===== config.mk =====
export PLATFORM = sky130hd
export DESIGN_NAME = svsu_ctrl
export DESIGN_NICKNAME = d
export VERILOG_FILES = /design/src/design/svsu_pkg.sv /design/src/design/svsu_ctrl.sv
export SDC_FILE = /design/constraint.sdc
export NUM_CORES = 1
export LEC_CHECK = 0
export BUFFER_PORTS_ARGS = -buffer_cell sky130_fd_sc_hd__buf_2
export CAP_MARGIN = 30
export CELL_PAD_IN_SITES_DETAIL_PLACEMENT = 1
export CELL_PAD_IN_SITES_GLOBAL_PLACEMENT = 1
export CORE_MARGIN = 5
export CORE_UTILIZATION = 34
export DETAILED_ROUTE_END_ITERATION = 6
export PLACE_DENSITY_LB_ADDON = 0.25
export SETUP_SLACK_MARGIN = 0.05
export SLEW_MARGIN = 40
export SYNTH_ARGS = -nofsm -noshare
export SYNTH_HDL_FRONTEND = slang
export SYNTH_SLANG_ARGS = --single-unit

===== constraint.sdc =====
create_clock -name i_clk -period 1.95 [get_ports i_clk]
set_input_delay 0.195 -clock i_clk [delete_from_list [all_inputs] [get_ports i_clk]]
set_output_delay 0.195 -clock i_clk [all_outputs]
set_load 0.02 [all_outputs]

===== src/design/svsu_pkg.sv =====
// Shared types and constants for the staggered velocity stencil update unit.
package svsu_pkg;
    localparam int MAX_HALF_ORDER_D = 4;
    localparam int FRAC_BITS_D      = 16;
    localparam int DATA_WIDTH_D     = 32;
    localparam int NUM_COEF         = 4;
    localparam int GHOST_DEPTH      = 3;

    localparam logic [2:0] REG_HALF_ORDER   = 3'd0;
    localparam logic [2:0] REG_COEF_0       = 3'd1;
    localparam logic [2:0] REG_COEF_3       = 3'd4;
    localparam logic [2:0] REG_LEFT_MIRROR  = 3'd5;
    localparam logic [2:0] REG_RIGHT_MIRROR = 3'd6;

    localparam logic [1:0] KIND_INTERIOR = 2'd0;
    localparam logic [1:0] KIND_LEFT     = 2'd1;
    localparam logic [1:0] KIND_RIGHT    = 2'd2;

    typedef enum logic [3:0] {
        ST_IDLE, ST_GRAD, ST_T1, ST_T2, ST_INNER, ST_FINAL, ST_EMIT, ST_GHOST
    } t_state;

    // controller -> datapath
    typedef struct packed {
        logic       load;      // capture input item, shift window
        logic       clr_acc;
        logic       grad_step; // one stencil term
        logic [1:0] grad_k;
        logic       do_t1;
        logic       do_t2;
        logic       do_inner;
        logic       do_final;  // final product, update head/tail
        logic       ghost_sel; // 0 interior, 1 ghost from head/tail
        logic       ghost_right;
        logic [1:0] ghost_off;
        logic       clr_line;
    } t_cmd;
endpackage


===== src/design/svsu_ctrl.sv =====
// Controller: sequences the stencil terms, products and result items.
module svsu_ctrl #(
    parameter int MAX_HALF_ORDER = svsu_pkg::MAX_HALF_ORDER_D
) (
    input  logic           i_clk,
    input  logic           i_rst_n,
    input  logic           i_valid,
    output logic           o_stall,
    input  logic           i_op,
    input  logic           i_line_last,
    input  logic [2:0]     i_h,
    input  logic           i_left,
    input  logic           i_right,
    output svsu_pkg::t_cmd o_cmd,
    output logic           o_valid,
    input  logic           i_stall,
    output logic [1:0]     o_kind,
    output logic [1:0]     o_off,
    output logic           o_last
);
    import svsu_pkg::*;
    t_state r_state, n_state;
    logic [1:0] r_k, n_k;
    logic       r_ll, n_ll;
    logic       r_side, n_side;    // 0 left, 1 right
    logic [1:0] r_off, n_off;
    logic [1:0] r_kind, n_kind;
    logic [1:0] r_ooff, n_ooff;
    logic       r_last, n_last;
    logic [3:0] h_eff;
    logic [1:0] g;
    logic [2:0] nterm;

    always_comb begin
        h_eff = (i_h == 3'd0) ? 4'd1 :
                (4'(i_h) > 4'(MAX_HALF_ORDER)) ? 4'(MAX_HALF_ORDER) : 4'(i_h);
        g = (h_eff > 4'(GHOST_DEPTH)) ? 2'(GHOST_DEPTH) : 2'(h_eff - 4'd1);
        nterm = (h_eff > 4'(NUM_COEF)) ? 3'(NUM_COEF) : 3'(h_eff);
    end

    always_ff @(posedge i_clk) begin
        if (!i_rst_n) begin
            r_state <= ST_IDLE;
            r_k <= '0; r_ll <= 1'b0; r_side <= 1'b0; r_off <= '0;
            r_kind <= '0; r_ooff <= '0; r_last <= 1'b0;
        end else begin
            r_state <= n_state;
            r_k <= n_k; r_ll <= n_ll; r_side <= n_side; r_off <= n_off;
            r_kind <= n_kind; r_ooff <= n_ooff; r_last <= n_last;
        end
    end

    always_comb begin
        n_state = r_state; n_k = r_k; n_ll = r_ll; n_side = r_side; n_off = r_off;
        n_kind = r_kind; n_ooff = r_ooff; n_last = r_last;
        o_cmd = '0;
        o_cmd.grad_k = r_k;
        o_stall = 1'b1;
        o_valid = 1'b0;
        unique case (r_state)
            ST_IDLE: begin
                o_stall = 1'b0;
                if (i_valid) begin
                    o_cmd.load = 1'b1;
                    o_cmd.clr_acc = 1'b1;
                    n_ll = i_line_last;
                    n_k = '0;
                    if (i_op) n_state = ST_GRAD;
                end
            end
            ST_GRAD: begin
                o_cmd.grad_step = 1'b1;
                n_k = r_k + 2'd1;
                if (3'(r_k) + 3'd1 >= nterm) n_state = ST_T1;
            end
            ST_T1: begin o_cmd.do_t1 = 1'b1; n_state = ST_T2; end
            ST_T2: begin o_cmd.do_t2 = 1'b1; n_state = ST_INNER; end
            ST_INNER: begin o_cmd.do_inner = 1'b1; n_state = ST_FINAL; end
            ST_FINAL: begin
                o_cmd.do_final = 1'b1;
                n_kind = KIND_INTERIOR; n_ooff = '0;
                n_off = 2'd1;
                n_side = !(r_ll && i_left);
                n_last = !(r_ll && g != 2'd0 && (i_left || i_right));
                n_state = ST_EMIT;
            end
            ST_EMIT: begin
                o_valid = 1'b1;
                if (!i_stall) begin
                    if (r_last) begin
                        if (r_ll) o_cmd.clr_line = 1'b1;
                        n_state = ST_IDLE;
                    end else begin
                        n_state = ST_GHOST;
                    end
                end
            end
            ST_GHOST: begin
                // load next ghost item into the output register
                o_cmd.ghost_sel = 1'b1;
                o_cmd.ghost_right = r_side;
                o_cmd.ghost_off = r_off;
                n_kind = r_side ? KIND_RIGHT : KIND_LEFT;
                n_ooff = r_off;
                if (r_off == g) begin
                    n_off = 2'd1;
                    n_last = r_side || !i_right;
                    n_side = 1'b1;
                end else begin
                    n_off = r_off + 2'd1;
                    n_last = 1'b0;
                end
                n_state = ST_EMIT;
            end
            default: n_state = ST_IDLE;
        endcase
    end

    assign o_kind = r_kind;
    assign o_off  = r_ooff;
    assign o_last = r_last;

`ifndef SYNTHESIS
    a_no_accept_busy: assert property (@(posedge i_clk) disable iff (!i_rst_n)
        (r_state != ST_IDLE) |-> o_stall) else $error("item taken while busy");
    a_out_hold: assert property (@(posedge i_clk) disable iff (!i_rst_n)
        (o_valid && i_stall) |=> o_valid) else $error("result dropped");
    a_ghost_off: assert property (@(posedge i_clk) disable iff (!i_rst_n)
        (o_valid && o_kind != KIND_INTERIOR) |-> (o_off != 2'd0))
        else $error("ghost offset zero");
    a_clear_only_end: assert property (@(posedge i_clk) disable iff (!i_rst_n)
        o_cmd.clr_line |-> (o_valid && o_last)) else $error("early line clear");
`endif
endmodule


# After elaboration in Yosys (flattened, before gate mapping)
# Index checks and enable logic that the tools add are counted.
# word_totals
reg_bits	15
out_inout_bits	21
# classes
addsub	4
magnitude_cmp	4
n_eq_ne	13
n_mux	35
reduce_logical	18
# ops
cell	count
$pmux W4 S7	1
$mux W4	5
$eq A4 B3 Y1 const B	4
$pmux W2 S2	4
$mux W1	13
$mux W2	6
$mux W3	4
$ne A2 B2 Y1 const B	5
$eq A4 B2 Y1 const B	2
$gt A3 B3 Y1 const B	2
$reduce_and A2 Y1	3
$reduce_bool A2 Y1	3
$add A2 B1 Y2 const B	2
$eq A4 B1 Y1 const B	1
$logic_not A4 Y1	1
$pmux W1 S2	2
$reduce_and A4 Y1	1
$add A2 B1 Y3 const B	1
$ge A3 B3 Y1	1
$gt A3 B2 Y1 const B	1
$logic_and A1 B1 Y1	3
$logic_not A1 Y1	3
$logic_not A3 Y1	1
$eq A2 B2 Y1	1
other kinds (3)	4

# Depth between registers and ports, before layout
# Gate-level depths: netlist of the first run.
# depth
ltp_word	10
ltp_mapped	8

# Least setup slack after synthesis of the first run
# Ideal clock, no wire load.
# synth_path
path_kind	register to register
from	register r_k[0]
to	register r_state[1]
arrival_ns	1.588
t_required_ns	1.830
slack_ns	0.242
stages_incl_launch_ff	7
path_buffers	0
period_less_slack_ns	1.708
path_cell_list	dfxtp_1 ha_1 ha_1 a21o_1 a31oi_1 nor3b_1 o31a_1
# synth_between
elab_chain_len	4
# synth_lines
element	line	source
start, declared	svsu_ctrl.sv:23	logic [1:0] r_k, n_k;
start signal, assigned	svsu_ctrl.sv:48	r_k <= n_k; r_ll <= n_ll; r_side <= n_side; r_off <= n_off;
$add A2 B1 Y3	svsu_ctrl.sv:74	if (3'(r_k) + 3'd1 >= nterm) n_state = ST_T1;
$ge A3 B3 Y1	svsu_ctrl.sv:74	
$ne A2 B2 Y1 (no source line)	n/a	
$reduce_and A4 Y1 (no source line)	n/a	
end signal, assigned	svsu_ctrl.sv:47	r_state <= n_state;
end, declared	svsu_ctrl.sv:22	t_state r_state, n_state;
# No other way between the ends.
# A chain may end at the register's enable or synchronous reset.

==> results of run 1 <==
[through the flow]
step / instances / hold slack (ns) / worst slack [ns] / util (%)
CTS: 172 / 0.1469 / 0.06503 / 43.83
detailed placement: 168 / 0.4529 / -0.02431 / 42.35
finish: 172 / 0.1479 / 0.1312 / 43.93
global placement: 168 / 0.4391 / 0.08079 / 42.35
floorplan: 112 / 0.3229 / 0.2425 / -
global route: 172 / 0.1453 / 0.04922 / 43.93
[cell usage after synthesis, types with 2 or more instances]
cell,n
a21o_1,2
o21ai_0,3
nor2b_1,5
inv_1,8
a21oi_1,10
nor2_1,9
buf_2,2
nand3_1,3
dfxtp_1,14
nand2_1,12
clkbuf_1,2
and2_1,3
and3_1,2
buf_4,2
nor3b_1,3
nand2b_1,4
a31oi_1,2
ha_1,5
[path summary, 6_finish.rpt]
path                     end  slack, ns   startpoint  cells after the start
setup / recovery   o_cmd[13]       0.13   r_state[2]                      4
hold / removal          r_ll       0.15  i_line_last                      3
setup reg to reg  r_state[1]       0.22       r_k[0]                      6
hold reg to reg     o_off[0]       0.46     o_off[0]                      2
[routing by layer]
layer	up-vias	routed length (µm)
li1	445	-
met5	-	0
met2	21	1080
met3	5	104
met4	0	51
met1	412	1100
[where the power goes]
part / leakage (nW) / internal (mW) / switching, mW
registers: 0.114 / 0.296 / 0.0175
logic: 0.419 / 0.0592 / 0.0881
clock network: 0.0210 / 0.114 / 0.105
total: 0.554 / 0.469 / 0.211
[cells in the final DEF (no fill, tap or decap), types with 3 or more instances in the layout]
cell / netlist / routed
and2_1: 3 / 3
inv_1: 8 / 8
nor2_1: 9 / 9
o21ai_0: 3 / 3
nand3_1: 3 / 3
buf_2: 2 / 31
a21oi_1: 10 / 10
nor2b_1: 5 / 5
ha_1: 5 / 5
nand2b_1: 4 / 4
nand2_1: 12 / 12
clkbuf_4: 0 / 3
nor3b_1: 3 / 3
dfxtp_1: 14 / 12
[state kept, by name, indices dropped and copies added, names as in the netlist]
| name | count |
|---|---|
| o_last | 1 |
| r_k | 2 |
| r_side | 1 |
| r_off | 2 |
| o_off | 2 |
| o_kind | 2 |
| r_ll | 1 |
| r_state | 3 |
[logic make-up (layout without fill, tap and decap cells)]
logic type	count (synthesis)	after routing	synth area share (%)
xor gates and xnor gates	1	1	1.004
adders and majority gates	5	5	7.174
and+or+nand+nor	52	52	33.00
buffers and inverters	15	45	7.604
AOI/OAI and AO/OA	25	25	19.08
DFF	14	14	32.14
[tightest hold or removal path: stages]
cell     delay (ns)
buf_2          0.10
nand2_1        0.05
a21oi_1        0.05
[cell type report]
cell class                      count  area [µm²]  area share, %
Multi-Input combinational cell     83       525.5          48.72
Sequential cell                    14       282.8          26.22
Timing Repair Buffer               32       162.7          15.08
Tap cell                           30       37.54          3.480
Clock buffer                        4       36.28          3.364
Inverter                            9       33.78          3.132
[what timing repair did]
item | CTS | global route
setup endpoints to repair | 0 | 3
resized for setup | 0 | 2
hold buffers | 0 | 0
hold endpoints to repair | 0 | 0
==> flow_metrics.py, run 1 <==
metrics = {
    "setup_path": {
        "path_class": "flip-flop to output pin",
        "cpLargestDelayFamily": "simple AND/OR/NAND/NOR gates",
        "cpPeakStageDelay_ns": 0.39,
        "crit_required_ns": 1.75,
        "critical_path.max_fanout": 12,
        "cp-start-kind": "flip-flop",
        "crit_slowest_cell": "dfxtp_2",
        "worst_ep_arrival_time_ns": 1.62,
        "endpoint_kind": "output pin",
        "critPathBufInv": 2,
        "path_cells": "or3_1, or2_1, inv_1, buf_2",
    },
    "grt": {
        "met2_usage_pct": 23.51,
        "track_usage_pct": 14.41,
        "met1_usage_pct": 17.97,
        "first_global_vias": 883,
        "gr-total-overflow": 0,
        "grt_max_degree": 13,
        "met3_usage_pct": 2.128,
        "antenna_found_initial": 0,
        "grt_pass1_wl_um": 3933,
        "top_usage_layer": "met2",
    },
    "cells_and_area": {
        "antenna_cells": 0,
        "drive_gt1_share_pct": 31.69,
        "fin_area_um2": 1079,
        "areaGrowthSynthToFinish_pct": 23.67,
        "fin_nets": 159,
        "n_fill_cell": 325,
    },
    "die": {
        "coreArea_um2": 2455,
        "die_h_um": 60.65,
        "dieArea_um2": 3678,
        "io_pins": 32,
        "rows": 18,
        "die_x_um": 60.65,
        "initial_core_util_pct": 35.52,
    },
    "place": {
        "placed_area_um2": 1040,
        "place_congestion": 0.6898,
        "numPortBuffers": 31,
        "dpl.hpwl_um": 1863,
    },
    "routing": {
        "drc": 0,
        "post_drt_wl_per_cell_um": 13.59,
        "ant_nets": 0,
        "routed_wirelength_um": 2337,
        "via_per_inst": 5.134,
        "via_count": 883,
        "first_iter_violations": 19,
        "drtPass1Iterations": 4,
    },
    "logic_synthesis": {
        "ys_top_cells_by_area": "dfxtp_1, ha_1, a21oi_1",
        "synth_seq_cells": 14,
        "synth_area_um2": 872.1,
        "synth_top_area_cell": "dfxtp_1",
        "synth.avg_cell_area_um2": 7.786,
        "syn_nets": 128,
        "syn-instance-count": 112,
        "ys_seq_area_share_pct": 32.14,
        "synth-edff-count": 0,
        "ys_warn_count": 0,
        "synth.distinct_cells": 39,
        "synth.top_cell.area_share_pct": 32.14,
        "async_flop_share_pct": 0,
        "synthFlopType": "dfxtp_1",
    },
    "timing": {
        "slew_headroom_pct": 72.63,
        "fin_setup_tns_ns": 0,
        "max_freq_mhz": 549.8,
        "fin_crit_ns": 1.819,
        "post-route-period-util_pct": 93.27,
        "final_max_slew_viol_count": 0,
        "worst_pin_slew_ns": 0.4101,
        "clock_skew_ns": 0.009861,
        "rsz0062_at_grt": "false",
        "final_hold_viol_count": 0,
        "setup_viol": 0,
    },
    "clock_network": {
        "htreeDepth": 1,
        "clock_latency_ns": 0.29,
        "clock-sinks": 14,
        "cts_setup_buffers": 0,
        "cts_tree": "built",
        "cts-root-buf": "clkbuf_4",
        "clock_path_buffers": 2,
        "cts-buffers-inserted": 3,
        "clkTransAtPathRegs_ns": 0.09,
    },
    "job": {
        "maxCapViolations": 0,
    },
    "outcome": {
        "status": "finished clean",
    },
    "min_path": {
        "hold_class": "primary input to flip-flop",
    },
    "power": {
        "ir_drop_mv": 0.3668,
        "power.static_leakage_nw": 0.5537,
        "powerDensity_nw_per_um2": 630.7,
        "power.total_uw": 680.2,
    },
}
Power figures use the tool's default switching activity.
==> run 2: changes to the inputs <==
--- a/config.mk
+++ b/config.mk
@@ -9,8 +9,8 @@
 export CAP_MARGIN = 30
 export CELL_PAD_IN_SITES_DETAIL_PLACEMENT = 1
 export CELL_PAD_IN_SITES_GLOBAL_PLACEMENT = 1
-export CORE_MARGIN = 5
-export CORE_UTILIZATION = 34
+export CORE_MARGIN = 3
+export CORE_UTILIZATION = 31
 export DETAILED_ROUTE_END_ITERATION = 6
 export PLACE_DENSITY_LB_ADDON = 0.25
 export SETUP_SLACK_MARGIN = 0.05
==> flow_metrics.py, run 2 (synthesis gave the netlist of run 1 again) <==
metrics = {
    "cells_and_area": {
        "fin_nets": 158,
        "largest_reg_flops": 3,
        "final_common_cell": "buf_2",
        "final_cell_mix": "buf_2, nand2_1, dfxtp_1",
        "finalNonFillerCells": 171,
        "antenna_cells": 0,
        "areaGrowthSynthToFinish_pct": 22.96,
        "largest-register": "r_state",
        "drive_gt1_share_pct": 31.91,
        "fin_util_pct": 41.76,
        "multi_input_area_um2": 525.5,
        "seq_area_um2": 284.0,
        "n_fill_cell": 344,
    },
    "clock_network": {
        "cts_setup_buffers": 0,
        "clock_latency_ns": 0.27,
        "cts-root-buf": "clkbuf_4",
        "cts-buffers-inserted": 3,
        "cts_tree": "built",
        "clkTransAtPathRegs_ns": 0.08,
        "clock_path_buffers": 2,
        "htreeDepth": 1,
        "clock-sinks": 14,
    },
    "job": {
        "maxCapViolations": 0,
    },
    "die": {
        "die_x_um": 59.04,
        "dieArea_um2": 3486,
        "rows": 18,
        "coreArea_um2": 2567,
        "die_h_um": 59.04,
        "io_pins": 32,
        "initial_core_util_pct": 33.97,
    },
    "place": {
        "dpl.hpwl_um": 1777,
        "place_congestion": 0.7131,
        "dp_cells": 167,
        "numPortBuffers": 31,
        "post-place-ws_ns": -0.02386,
    },
    "setup_path": {
        "crit_required_ns": 1.75,
        "path_class": "flip-flop to output pin",
        "endpoint_kind": "output pin",
        "cp-start-kind": "flip-flop",
        "critical_path.max_fanout": 12,
        "worst_ep_arrival_time_ns": 1.60,
        "reg2reg_slack_ns": 0.23,
    },
    "routing": {
        "via_count": 884,
        "drc": 0,
        "ant_nets": 0,
        "first_iter_violations": 40,
        "via_per_inst": 5.170,
        "post_drt_wl_per_cell_um": 13.07,
        "drtPass1Iterations": 4,
        "routed_wirelength_um": 2235,
    },
    "grt": {
        "grt_max_degree": 16,
        "gr-total-overflow": 0,
        "track_usage_pct": 14.69,
        "antenna_found_initial": 0,
        "first_global_vias": 958,
        "grt_pass1_wl_um": 3967,
    },
    "timing": {
        "rsz0062_at_grt": "false",
        "whs_ns": 0.1530,
        "slew_headroom_pct": 72.26,
        "max_freq_mhz": 558.0,
        "worst_pin_slew_ns": 0.4156,
        "fin_crit_ns": 1.792,
        "setup_viol": 0,
        "finalWorstSetupSlack_ns": 0.1578,
        "final_max_slew_viol_count": 0,
        "final_hold_viol_count": 0,
        "fin_setup_tns_ns": 0,
        "post-route-period-util_pct": 91.91,
        "clock_skew_ns": 0.001829,
    },
    "outcome": {
        "status": "finished clean",
    },
    "power": {
        "powerDensity_nw_per_um2": 614.6,
        "ir_drop_mv": 0.3664,
        "power.static_leakage_nw": 0.5488,
    },
    "min_path": {
        "hold_class": "primary input to flip-flop",
    },
}
run 2: metal layers:
layer	part of all wire, %	vias up	wire, µm	global-route usage, %
met5	0	-	0	0
met4	0.63	0	14	5.825
met3	4.9	2	110	2.179
met2	49	20	1100	25.39
met1	45	416	1010	18.18
li1	-	446	-	-
run 2: path summary, 6_finish.rpt:
path,startpoint,endpoint,depth (start not counted)
worst max-delay path,r_state[2],o_cmd[13],4
worst min-delay path,i_line_last,r_ll,3
worst min register to register,o_off[0],o_off[0],2
worst max register to register,r_k[0],r_state[1],6
run 2: power breakdown:
group / internal, mW / leakage [nW] / switching, mW
clock network: 0.113 / 0.0210 / 0.0877
logic: 0.0569 / 0.413 / 0.0843
registers: 0.297 / 0.115 / 0.0203
total: 0.467 / 0.549 / 0.192
run 2: metrics by stage:
stage / power [mW] / area (µm²)
floorplan: 0.4189 / 872.1
global placement: 0.4598 / 1032
detailed placement: 0.4659 / 1032
CTS: 0.6701 / 1069
global route: 0.7003 / 1072
finish: 0.6591 / 1072
run 2: repair_timing:
item,in CTS,in global routing
resized for setup,0,3
setup endpoints to repair,0,2
hold buffers,0,0
run 2: final cells by class:
class                      instances  area share [%]
tap                               30           3.501
timing repair buffer              31           14.47
inverter                           9           3.151
sequential                        14           26.49
multi-input combinational         83           49.01
clock buffer                       4           3.384
run 2: worst max-delay path, cell delays in order, from the launching register on:
cell     delay (ns)
dfxtp_2        0.39
or3_1          0.39
or2_1          0.28
inv_1          0.10
buf_2          0.17
